<file path="src/hw/rtl/mrr_pkg.sv">
// ----------------------------------------------------------------------------
// mrr_pkg: shared types and constants for the Miller-Rabin round
// Beat layouts for both channels, field widths and the control state codes.
// ----------------------------------------------------------------------------
package mrr_pkg;

   // fixed field widths of the channel beats
   localparam int CANDIDATE_W        = 32;
   localparam int RANDOM_W           = 31;
   localparam int RANDOM_CNT_W       = $clog2(RANDOM_W);

   // default number of candidate bits taken as two's complement
   localparam int CANDIDATE_BITS_DEF = 32;

   typedef struct packed {
      logic signed [CANDIDATE_W-1:0] candidate;
      logic [RANDOM_W-1:0]           random_word;
   } mrr_req_type;

   typedef struct packed {
      logic probably_prime;
      logic base_case;
   } mrr_rsp_type;

   typedef enum logic [3:0] {
      ST_IDLE,
      ST_REDUCE,
      ST_WITNESS,
      ST_SPLIT,
      ST_POW,
      ST_POW_ACC,
      ST_POW_BASE,
      ST_CHECK,
      ST_SQUARE,
      ST_DONE
   } mrr_state_type;

endpackage

</file>
<file path="src/hw/rtl/mrr_modmul.sv">
// ----------------------------------------------------------------------------
// mrr_modmul: bit-serial modular multiplier
// Computes (op_a * op_b) mod modulus, taking the multiplier bits MSB first;
// each bit is double-and-reduce, then add-and-reduce. Operands below modulus.
// ----------------------------------------------------------------------------
module mrr_modmul #(
   parameter int NB = mrr_pkg::CANDIDATE_BITS_DEF - 1
) (
   input  logic          clock,
   input  logic          reset,
   input  logic          start,
   input  logic [NB-1:0] op_a,
   input  logic [NB-1:0] op_b,
   input  logic [NB-1:0] modulus,
   output logic          done,
   output logic [NB-1:0] product
);

   localparam int CW = $clog2(NB);

   logic [NB-1:0] a_ff, a_in;
   logic [NB-1:0] b_ff, b_in;
   logic [NB-1:0] acc_ff, acc_in;
   logic [CW-1:0] cnt_ff, cnt_in;
   logic          phase_ff, phase_in;
   logic          busy_ff, busy_in;
   logic          done_ff, done_in;
   logic [NB:0]   dbl;
   logic [NB:0]   sum;
   logic [NB:0]   wide;
   logic [NB:0]   mod_ext;

   // step: phase 0 doubles the accumulator, phase 1 adds a when the bit is set
   always_comb begin
      a_in     = a_ff;
      b_in     = b_ff;
      acc_in   = acc_ff;
      cnt_in   = cnt_ff;
      phase_in = phase_ff;
      busy_in  = busy_ff;
      done_in  = 1'b0;
      mod_ext  = {1'b0, modulus};
      dbl      = {acc_ff, 1'b0};
      sum      = {1'b0, acc_ff} + {1'b0, (b_ff[NB-1] ? a_ff : '0)};
      wide     = phase_ff ? sum : dbl;
      if (start) begin
         a_in     = op_a;
         b_in     = op_b;
         acc_in   = '0;
         cnt_in   = CW'(NB - 1);
         phase_in = 1'b0;
         busy_in  = 1'b1;
      end else if (busy_ff) begin
         // reduce once: the step result stays below twice the modulus
         acc_in   = (wide >= mod_ext) ? NB'(wide - mod_ext) : wide[NB-1:0];
         phase_in = !phase_ff;
         if (phase_ff) begin
            b_in = {b_ff[NB-2:0], 1'b0};
            if (cnt_ff == '0) begin
               busy_in = 1'b0;
               done_in = 1'b1;
            end else begin
               cnt_in = cnt_ff - CW'(1);
            end
         end
      end
   end

   // hold control state
   always_ff @(posedge clock) begin
      if (reset) begin
         busy_ff <= 1'b0;
         done_ff <= 1'b0;
      end else begin
         busy_ff <= busy_in;
         done_ff <= done_in;
      end
   end

   // hold operands and accumulator
   always_ff @(posedge clock) begin
      a_ff     <= a_in;
      b_ff     <= b_in;
      acc_ff   <= acc_in;
      cnt_ff   <= cnt_in;
      phase_ff <= phase_in;
   end

   assign done    = done_ff;
   assign product = acc_ff;

`ifndef ASSERT_OFF
   a_start_idle: assert property (@(posedge clock) disable iff (reset)
      start |-> !busy_ff)
      else $error("modmul started while busy");

   a_acc_reduced: assert property (@(posedge clock) disable iff (reset)
      (busy_ff || done_ff) |-> (acc_ff < modulus))
      else $error("modmul accumulator not reduced");

   a_mod_stable: assert property (@(posedge clock) disable iff (reset)
      busy_ff |-> $stable(modulus))
      else $error("modulus changed during multiply");
`endif

endmodule

</file>
<file path="src/hw/rtl/miller_rabin_round_top.sv">
// ----------------------------------------------------------------------------
// miller_rabin_round_top: one Miller-Rabin round
// Takes a candidate and a random word, gives one probable-prime verdict.
// ----------------------------------------------------------------------------
//  channel | direction | beat            | handshake
//  req     | in        | mrr_req_type    | req_valid / req_stall
//  rsp     | out       | mrr_rsp_type    | rsp_valid / rsp_stall
//
//  Small values (n <= 4 or negative) go from the accepting edge straight to
//  ST_DONE and raise rsp_valid with no multiply. Others reduce the random
//  word into a witness, split n-1, then run the power and the squarings on
//  the serial multiplier (NB = CANDIDATE_BITS-1 bits), which dominates the
//  run time; at 32 bits the worst case is 60 multiplies. One candidate is in
//  work at a time; a new beat is taken while the previous result waits on
//  rsp_stall. Reset is synchronous and clears the controller and rsp_valid.
// ----------------------------------------------------------------------------
module miller_rabin_round_top #(
   parameter int CANDIDATE_BITS = mrr_pkg::CANDIDATE_BITS_DEF
) (
   input  logic                clock,
   input  logic                reset,
   input  logic                req_valid,
   output logic                req_stall,
   input  mrr_pkg::mrr_req_type req_data,
   output logic                rsp_valid,
   input  logic                rsp_stall,
   output mrr_pkg::mrr_rsp_type rsp_data
);

   import mrr_pkg::*;

   localparam int NB = CANDIDATE_BITS - 1;
   localparam int SW = $clog2(NB);

   mrr_state_type         state_ff, state_in;
   logic [NB-1:0]         n_ff, n_in;
   logic [NB-1:0]         nm1_ff, nm1_in;
   logic [NB-1:0]         m_ff, m_in;
   logic [RANDOM_W-1:0]   rnd_ff, rnd_in;
   logic [NB-1:0]         rem_ff, rem_in;
   logic [RANDOM_CNT_W-1:0] rcnt_ff, rcnt_in;
   logic [NB-1:0]         base_ff, base_in;
   logic [NB-1:0]         acc_ff, acc_in;
   logic [NB-1:0]         d_ff, d_in;
   logic [SW-1:0]         cnt_ff, cnt_in;
   logic                  prime_ff, prime_in;
   logic                  basec_ff, basec_in;
   logic                  rsp_valid_ff;
   mrr_rsp_type           rsp_data_ff;

   logic [CANDIDATE_BITS-1:0] cand_bits;
   logic                  cand_neg;
   logic [NB-1:0]         raw;
   logic                  base_comp;
   logic                  base_prime;
   logic                  req_accept;
   logic                  rsp_load;
   logic [NB:0]           trial;
   logic [NB-1:0]         rem_next;
   logic                  mul_start;
   logic [NB-1:0]         mul_a;
   logic [NB-1:0]         mul_b;
   logic                  mul_done;
   logic [NB-1:0]         mul_prod;

   // decode the candidate and the small-value cases
   always_comb begin
      cand_bits  = req_data.candidate[CANDIDATE_BITS-1:0];
      cand_neg   = cand_bits[CANDIDATE_BITS-1];
      raw        = cand_bits[NB-1:0];
      base_comp  = cand_neg || (raw < NB'(2)) || (raw == NB'(4));
      base_prime = !cand_neg && ((raw == NB'(2)) || (raw == NB'(3)));
   end

   assign req_stall  = (state_ff != ST_IDLE);
   assign req_accept = req_valid && !req_stall;
   assign rsp_load   = (state_ff == ST_DONE) && (!rsp_valid_ff || !rsp_stall);

   // restoring remainder step: one random bit per cycle
   always_comb begin
      trial    = {rem_ff, rnd_ff[RANDOM_W-1]};
      rem_next = (trial >= {1'b0, m_ff}) ? NB'(trial - {1'b0, m_ff}) : trial[NB-1:0];
   end

   // next state and datapath control
   always_comb begin
      state_in  = state_ff;
      n_in      = n_ff;
      nm1_in    = nm1_ff;
      m_in      = m_ff;
      rnd_in    = rnd_ff;
      rem_in    = rem_ff;
      rcnt_in   = rcnt_ff;
      base_in   = base_ff;
      acc_in    = acc_ff;
      d_in      = d_ff;
      cnt_in    = cnt_ff;
      prime_in  = prime_ff;
      basec_in  = basec_ff;
      mul_start = 1'b0;
      mul_a     = acc_ff;
      mul_b     = base_ff;
      case (state_ff)
         ST_IDLE: begin
            if (req_accept) begin
               n_in    = raw;
               nm1_in  = raw - NB'(1);
               m_in    = raw - NB'(4);
               rnd_in  = req_data.random_word;
               rem_in  = '0;
               rcnt_in = RANDOM_CNT_W'(RANDOM_W - 1);
               if (base_comp || base_prime) begin
                  prime_in = base_prime;
                  basec_in = 1'b1;
                  state_in = ST_DONE;
               end else begin
                  prime_in = 1'b0;
                  basec_in = 1'b0;
                  state_in = ST_REDUCE;
               end
            end
         end
         ST_REDUCE: begin
            rem_in = rem_next;
            rnd_in = {rnd_ff[RANDOM_W-2:0], 1'b0};
            if (rcnt_ff == '0) begin
               state_in = ST_WITNESS;
            end else begin
               rcnt_in = rcnt_ff - RANDOM_CNT_W'(1);
            end
         end
         ST_WITNESS: begin
            // witness lands in [2, n-3]
            base_in  = rem_ff + NB'(2);
            acc_in   = NB'(1);
            d_in     = nm1_ff;
            cnt_in   = '0;
            state_in = ST_SPLIT;
         end
         ST_SPLIT: begin
            // strip trailing zeros of n-1, counting them
            if (!d_ff[0]) begin
               d_in   = {1'b0, d_ff[NB-1:1]};
               cnt_in = cnt_ff + SW'(1);
            end else begin
               state_in = ST_POW;
            end
         end
         ST_POW: begin
            mul_start = 1'b1;
            if (d_ff[0]) begin
               mul_a    = acc_ff;
               mul_b    = base_ff;
               state_in = ST_POW_ACC;
            end else begin
               mul_a    = base_ff;
               mul_b    = base_ff;
               state_in = ST_POW_BASE;
            end
         end
         ST_POW_ACC: begin
            if (mul_done) begin
               acc_in = mul_prod;
               if (d_ff[NB-1:1] == '0) begin
                  state_in = ST_CHECK;
               end else begin
                  mul_start = 1'b1;
                  mul_a     = base_ff;
                  mul_b     = base_ff;
                  state_in  = ST_POW_BASE;
               end
            end
         end
         ST_POW_BASE: begin
            if (mul_done) begin
               base_in  = mul_prod;
               d_in     = {1'b0, d_ff[NB-1:1]};
               state_in = ST_POW;
            end
         end
         ST_CHECK: begin
            if ((acc_ff == NB'(1)) || (acc_ff == nm1_ff)) begin
               prime_in = 1'b1;
               state_in = ST_DONE;
            end else if (cnt_ff < SW'(2)) begin
               state_in = ST_DONE;
            end else begin
               mul_start = 1'b1;
               mul_a     = acc_ff;
               mul_b     = acc_ff;
               cnt_in    = cnt_ff - SW'(1);
               state_in  = ST_SQUARE;
            end
         end
         ST_SQUARE: begin
            if (mul_done) begin
               if (mul_prod == nm1_ff) begin
                  prime_in = 1'b1;
                  state_in = ST_DONE;
               end else if ((mul_prod == NB'(1)) || (cnt_ff < SW'(2))) begin
                  state_in = ST_DONE;
               end else begin
                  acc_in    = mul_prod;
                  mul_start = 1'b1;
                  mul_a     = mul_prod;
                  mul_b     = mul_prod;
                  cnt_in    = cnt_ff - SW'(1);
               end
            end
         end
         ST_DONE: begin
            if (rsp_load) begin
               state_in = ST_IDLE;
            end
         end
         default: begin
            state_in = ST_IDLE;
         end
      endcase
   end

   // advance the controller
   always_ff @(posedge clock) begin
      if (reset) begin
         state_ff <= ST_IDLE;
      end else begin
         state_ff <= state_in;
      end
   end

   // hold the working values
   always_ff @(posedge clock) begin
      n_ff     <= n_in;
      nm1_ff   <= nm1_in;
      m_ff     <= m_in;
      rnd_ff   <= rnd_in;
      rem_ff   <= rem_in;
      rcnt_ff  <= rcnt_in;
      base_ff  <= base_in;
      acc_ff   <= acc_in;
      d_ff     <= d_in;
      cnt_ff   <= cnt_in;
      prime_ff <= prime_in;
      basec_ff <= basec_in;
   end

   // result register: load on finish, drop once the beat is taken
   always_ff @(posedge clock) begin
      if (reset) begin
         rsp_valid_ff <= 1'b0;
      end else if (rsp_load) begin
         rsp_valid_ff <= 1'b1;
      end else if (!rsp_stall) begin
         rsp_valid_ff <= 1'b0;
      end
   end

   always_ff @(posedge clock) begin
      if (rsp_load) begin
         rsp_data_ff.probably_prime <= prime_ff;
         rsp_data_ff.base_case      <= basec_ff;
      end
   end

   assign rsp_valid = rsp_valid_ff;
   assign rsp_data  = rsp_data_ff;

   mrr_modmul #(
      .NB(NB)
   ) u_modmul (
      .clock   (clock),
      .reset   (reset),
      .start   (mul_start),
      .op_a    (mul_a),
      .op_b    (mul_b),
      .modulus (n_ff),
      .done    (mul_done),
      .product (mul_prod)
   );

`ifndef ASSERT_OFF
   a_done_waited: assert property (@(posedge clock) disable iff (reset)
      mul_done |-> ((state_ff == ST_POW_ACC) || (state_ff == ST_POW_BASE) ||
                    (state_ff == ST_SQUARE)))
      else $error("multiply finished outside a wait state");

   a_check_reduced: assert property (@(posedge clock) disable iff (reset)
      (state_ff == ST_CHECK) |-> (acc_ff < n_ff))
      else $error("power result not reduced");

   a_rem_bound: assert property (@(posedge clock) disable iff (reset)
      (state_ff == ST_REDUCE) |-> (rem_ff < m_ff))
      else $error("witness remainder out of range");

   a_split_nonzero: assert property (@(posedge clock) disable iff (reset)
      (state_ff == ST_SPLIT) |-> (d_ff != '0))
      else $error("odd part of n-1 is zero");
`endif

endmodule
</file>
<file path="config.mk">
export PLATFORM = sky130hd
export DESIGN_NAME = miller_rabin_round_top
export DESIGN_NICKNAME = d
export VERILOG_FILES = /design/src/hw/rtl/mrr_pkg.sv /design/src/hw/rtl/mrr_modmul.sv /design/src/hw/rtl/miller_rabin_round_top.sv
export SDC_FILE = /design/constraint.sdc
export NUM_CORES = 1
export LEC_CHECK = 0
export BUFFER_PORTS_ARGS = -buffer_cell sky130_fd_sc_hd__clkbuf_2
export CAP_MARGIN = 20
export CORE_UTILIZATION = 51
export DETAILED_ROUTE_END_ITERATION = 8
export PLACE_DENSITY_LB_ADDON = 0.3
export SLEW_MARGIN = 10
export SYNTH_ARGS = -nofsm -noshare
export SYNTH_HDL_FRONTEND = slang
export SYNTH_SLANG_ARGS = --single-unit
</file>
<file path="constraint.sdc">
create_clock -name clock -period 11.6 [get_ports clock]
set_input_delay 1.16 -clock clock [delete_from_list [all_inputs] [get_ports clock]]
set_output_delay 1.16 -clock clock [all_outputs]
set_load 0.005 [all_outputs]
</file>
==> impl_metrics.csv <==
group,metric,value,unit
finish,layout-drive-gt1-share,0.09076,
timing,fin_crit_sh,0.5779,
pwr,intPower,4.481,mW
finish,final_nets,2555,
critical_path,worstPathRequired,12100,ps
yosys,ys_ff_latch,366,
yosys,synth_top_family_by_area,"compound AO/OA/AOI/OAI gates",
clocking,clockRootBuffer,"clkbuf_16",
global_routing,grt_pass1_vias,17710,
clocking,clock_latency,590,ps
yosys,synthesis.nets,2565,
timing,finalSetupTns,0,ps
timing,rsz0062_at_grt,"false",
routing,firstDrtPassIters,7,
routing,drc,0,
finish,final_common_cell,"edfxtp_1",
die,initial_core_util,0.5227,
die,dieHeight,215.8,um
yosys,yosys_warnings,0,
timing,hold_violations,0,
yosys,synth_edf_count,322,
timing,min_period,6704,ps
finish,regArea,0.01055,mm^2
pwr,net-switching-power,3.717,mW
pwr,p_leak,9.958,nW
yosys,synthMuxAreaShare,0.02721,
die,die_area,0.04657,mm^2
global_routing,grt_pass1_wl,109100,um
worst_hold_path,min_path_type,"reg2reg",
clocking,cts_buffer_depth,3,
yosys,yosysSeqAreaShare,0.4525,
yosys,synthSimpleGateAreaFrac,0.1508,
timing,slew_violations,0,
global_routing,grt_use_total,0.3097,
placed_design,hpwl,53750,um
routing,vias_per_cell,6.417,
die,dieWidth,215.8,um
placed_design,place_area,0.02404,mm^2
job,drv_cap,0,
yosys,synth_flop_cell,"edfxtp_1",
clocking,cts_setup_buffers,0,
critical_path,cp_max_fo,31,
yosys,yosys.area_share.adder,0.05871,
timing,fin_worst_skew,25.63,ps
clocking,post_cts_resized,0,
clocking,clock-sinks,366,
finish,layout-area-overhead-vs-synth,9.290,%
placed_design,dp_cells,2929,
critical_path,endpoint_kind,"flip-flop",
yosys,synth_area_leader_cell,"edfxtp_1",
timing,relSlewSlack,0.2335,
finish,layout_common_cells,"edfxtp_1 (322), nand2_1 (273), nor2_1 (156)",
timing,setup_violations,0,
timing,worstMarginPinSlew,1150,ps
placed_design,place_congestion,0.9900,
pwr,sw_frac_of_total,0.4534,
placed_design,place.port_buffers,70,
pwr,ir_worst_vdd,0.0001875,V
pwr,combPwrFrac,0.498,
clocking,clkTransAtPathRegs,60,ps
yosys,synth_compound_area_frac,0.1767,
critical_path,critPathLaunchType,"flip-flop",
die,core_area,0.04461,mm^2
yosys,avgSynthCellArea,9.751,um^2
yosys,synth-xor-area-share,0.08565,
timing,holdWs,439.5,ps
critical_path,path_class,"reg2reg",
status,outcome,"finished clean",
die,std_cell_rows,77,
routing,vias,19290,
finish,fin_cells,3006,
yosys,syn_area,0.02331,mm^2
routing,drt-total-wl,73420,um
yosys,synth_top_area_share,0.4147,
critical_path,critPathArrivalTime,7200,ps
clocking,cts-htree-levels,2,
clocking,tritoncts,"built",
timing,max_freq,0.1492,GHz
finish,multi_input_area,0.01171,mm^2
finish,fillers,3863,
yosys,ys_types,83,
global_routing,grt_overflow_total,0,
global_routing,grt_max_degree,93,
pwr,power.share.clock,0.169,
routing,wl_per_cell,24.42,um
die,io_pins,71,
pwr,powerDensity,321.7,mW/mm^2
clocking,cts_buffers,41,
global_routing,antenna_found_initial,0,
yosys,synthCells,2391,
yosys,synth.area.top_cells,"edfxtp_1 (41%), ha_1 (5.5%), xnor2_1 (4.7%)",
clocking,cts-hold-fix-buffers,0,
yosys,synthArstFlopShare,0,
pwr,p_seq_frac,0.334,
routing,ant_nets,0,
finish,fin_area,0.02548,mm^2
routing,dr.first_iter.drc_count,2466,
sequential cells by signal, indices dropped and copies added (netlist names):
register           cells
state_ff               4
u_modmul.done          1
rsp_valid              1
m_ff                  29
u_modmul.phase_ff      1
n_ff                  31
rem_ff                31
rcnt_ff                5
u_modmul.cnt_ff        5
u_modmul.b_ff         31
prime_ff               1
basec_ff               1
rsp_data               2
u_modmul.busy_ff       1
rnd_ff                31
d_ff                  31
acc_ff                31
nm1_ff                31
cnt_ff                 5
u_modmul.a_ff         31
base_ff               31
u_modmul.product      31
per-layer routing:
metal | global-route usage | up-vias | share of wire
met3 | 0.04905 | 166 | 0.093
met5 | 0 | - | 0
met2 | 0.4633 | 1038 | 0.43
met1 | 0.4428 | 9291 | 0.43
met4 | 0.1355 | 0 | 0.046
li1 | - | 8794 | -
worst max-delay path: stages, from the launching register on:
cell and delay (ps):
edfxtp_1 690, and2_1 280, ha_1 220, fa_1 440
a211oi_1 320, nor2_1 130, o31ai_1 530, a311oi_1 350
o41ai_1 480, xnor2_1 130, mux2_2 320, ha_1 250
a21o_1 170, a21oi_1 220, o21bai_1 140, a31o_2 230
o311a_1 360, nor2_1 820, mux2_2 420, a21oi_1 130
final timing paths:
check / startpoint / to / slack [ps] / cells after the start
setup reg to reg: u_modmul.b_ff[30]$_DFFE_PP_ / u_modmul.product[0]$_SDFFE_PP0P_ / 4900 / 19
hold reg to reg: basec_ff$_DFFE_PP_ / rsp_data[0]$_DFFE_PP_ / 440 / 0
hold / removal: basec_ff$_DFFE_PP_ / rsp_data[0]$_DFFE_PP_ / 440 / 0
setup / recovery: u_modmul.b_ff[30]$_DFFE_PP_ / u_modmul.product[0]$_SDFFE_PP0P_ / 4900 / 19
cell type report:
type / instances / area share
multi-input combinational: 1743 / 0.4595
tap: 592 / 0.02907
antenna: 1 / 0.00009821
sequential: 366 / 0.4141
clock buffer: 52 / 0.04395
clock inverter: 23 / 0.01159
inverter: 132 / 0.01945
timing repair buffer: 97 / 0.02220
Yosys cell counts, types with 39 or more instances:
master    number
a21oi_1      125
a22o_1        60
a31oi_1       54
and2_1        39
clkbuf_1     107
dfxtp_1       44
edfxtp_1     322
ha_1         103
inv_1        131
mux2i_1       42
nand2_1      274
nand3_1       44
nor2_1       159
nor3_1        46
nor4_1        43
o21ai_0      114
xnor2_1      125
xor2_1       103
kinds of logic after synthesis:
kind of cell,after synthesis
AO/OA/AOI/OAI,604
XOR/XNOR,228
adder cells (fa/ha/maj),107
buffers and inverters,282
flip-flops,366
multiplexers,61
AND/OR/NAND/NOR,743
power groups by stage:
stage / sequential [mW] / combinational, mW / clock (mW)
after global placement: 2.70 / 3.91 / 0
after global routing: 2.75 / 4.44 / 1.44
after detailed placement: 2.72 / 3.97 / 0
after floorplan: 2.31 / 3.17 / 0
final: 2.73 / 4.08 / 1.38
after CTS: 2.70 / 3.99 / 1.40
through the flow:
| stage | total power [mW] | utilization | worst slack, ps |
|---|---|---|---|
| 4_1_cts | 8.087 | 0.5707 | 5032 |
| 6_report | 8.198 | 0.5712 | 4896 |
| 3_5_place_dp | 6.688 | 0.5390 | 5019 |
| 3_3_place_gp | 6.611 | 0.5390 | 5261 |
| 5_1_grt | 8.633 | 0.5711 | 4617 |
| 2_1_floorplan | 5.485 | - | 6194 |
Note: power is estimated with default switching activity, not from simulation.
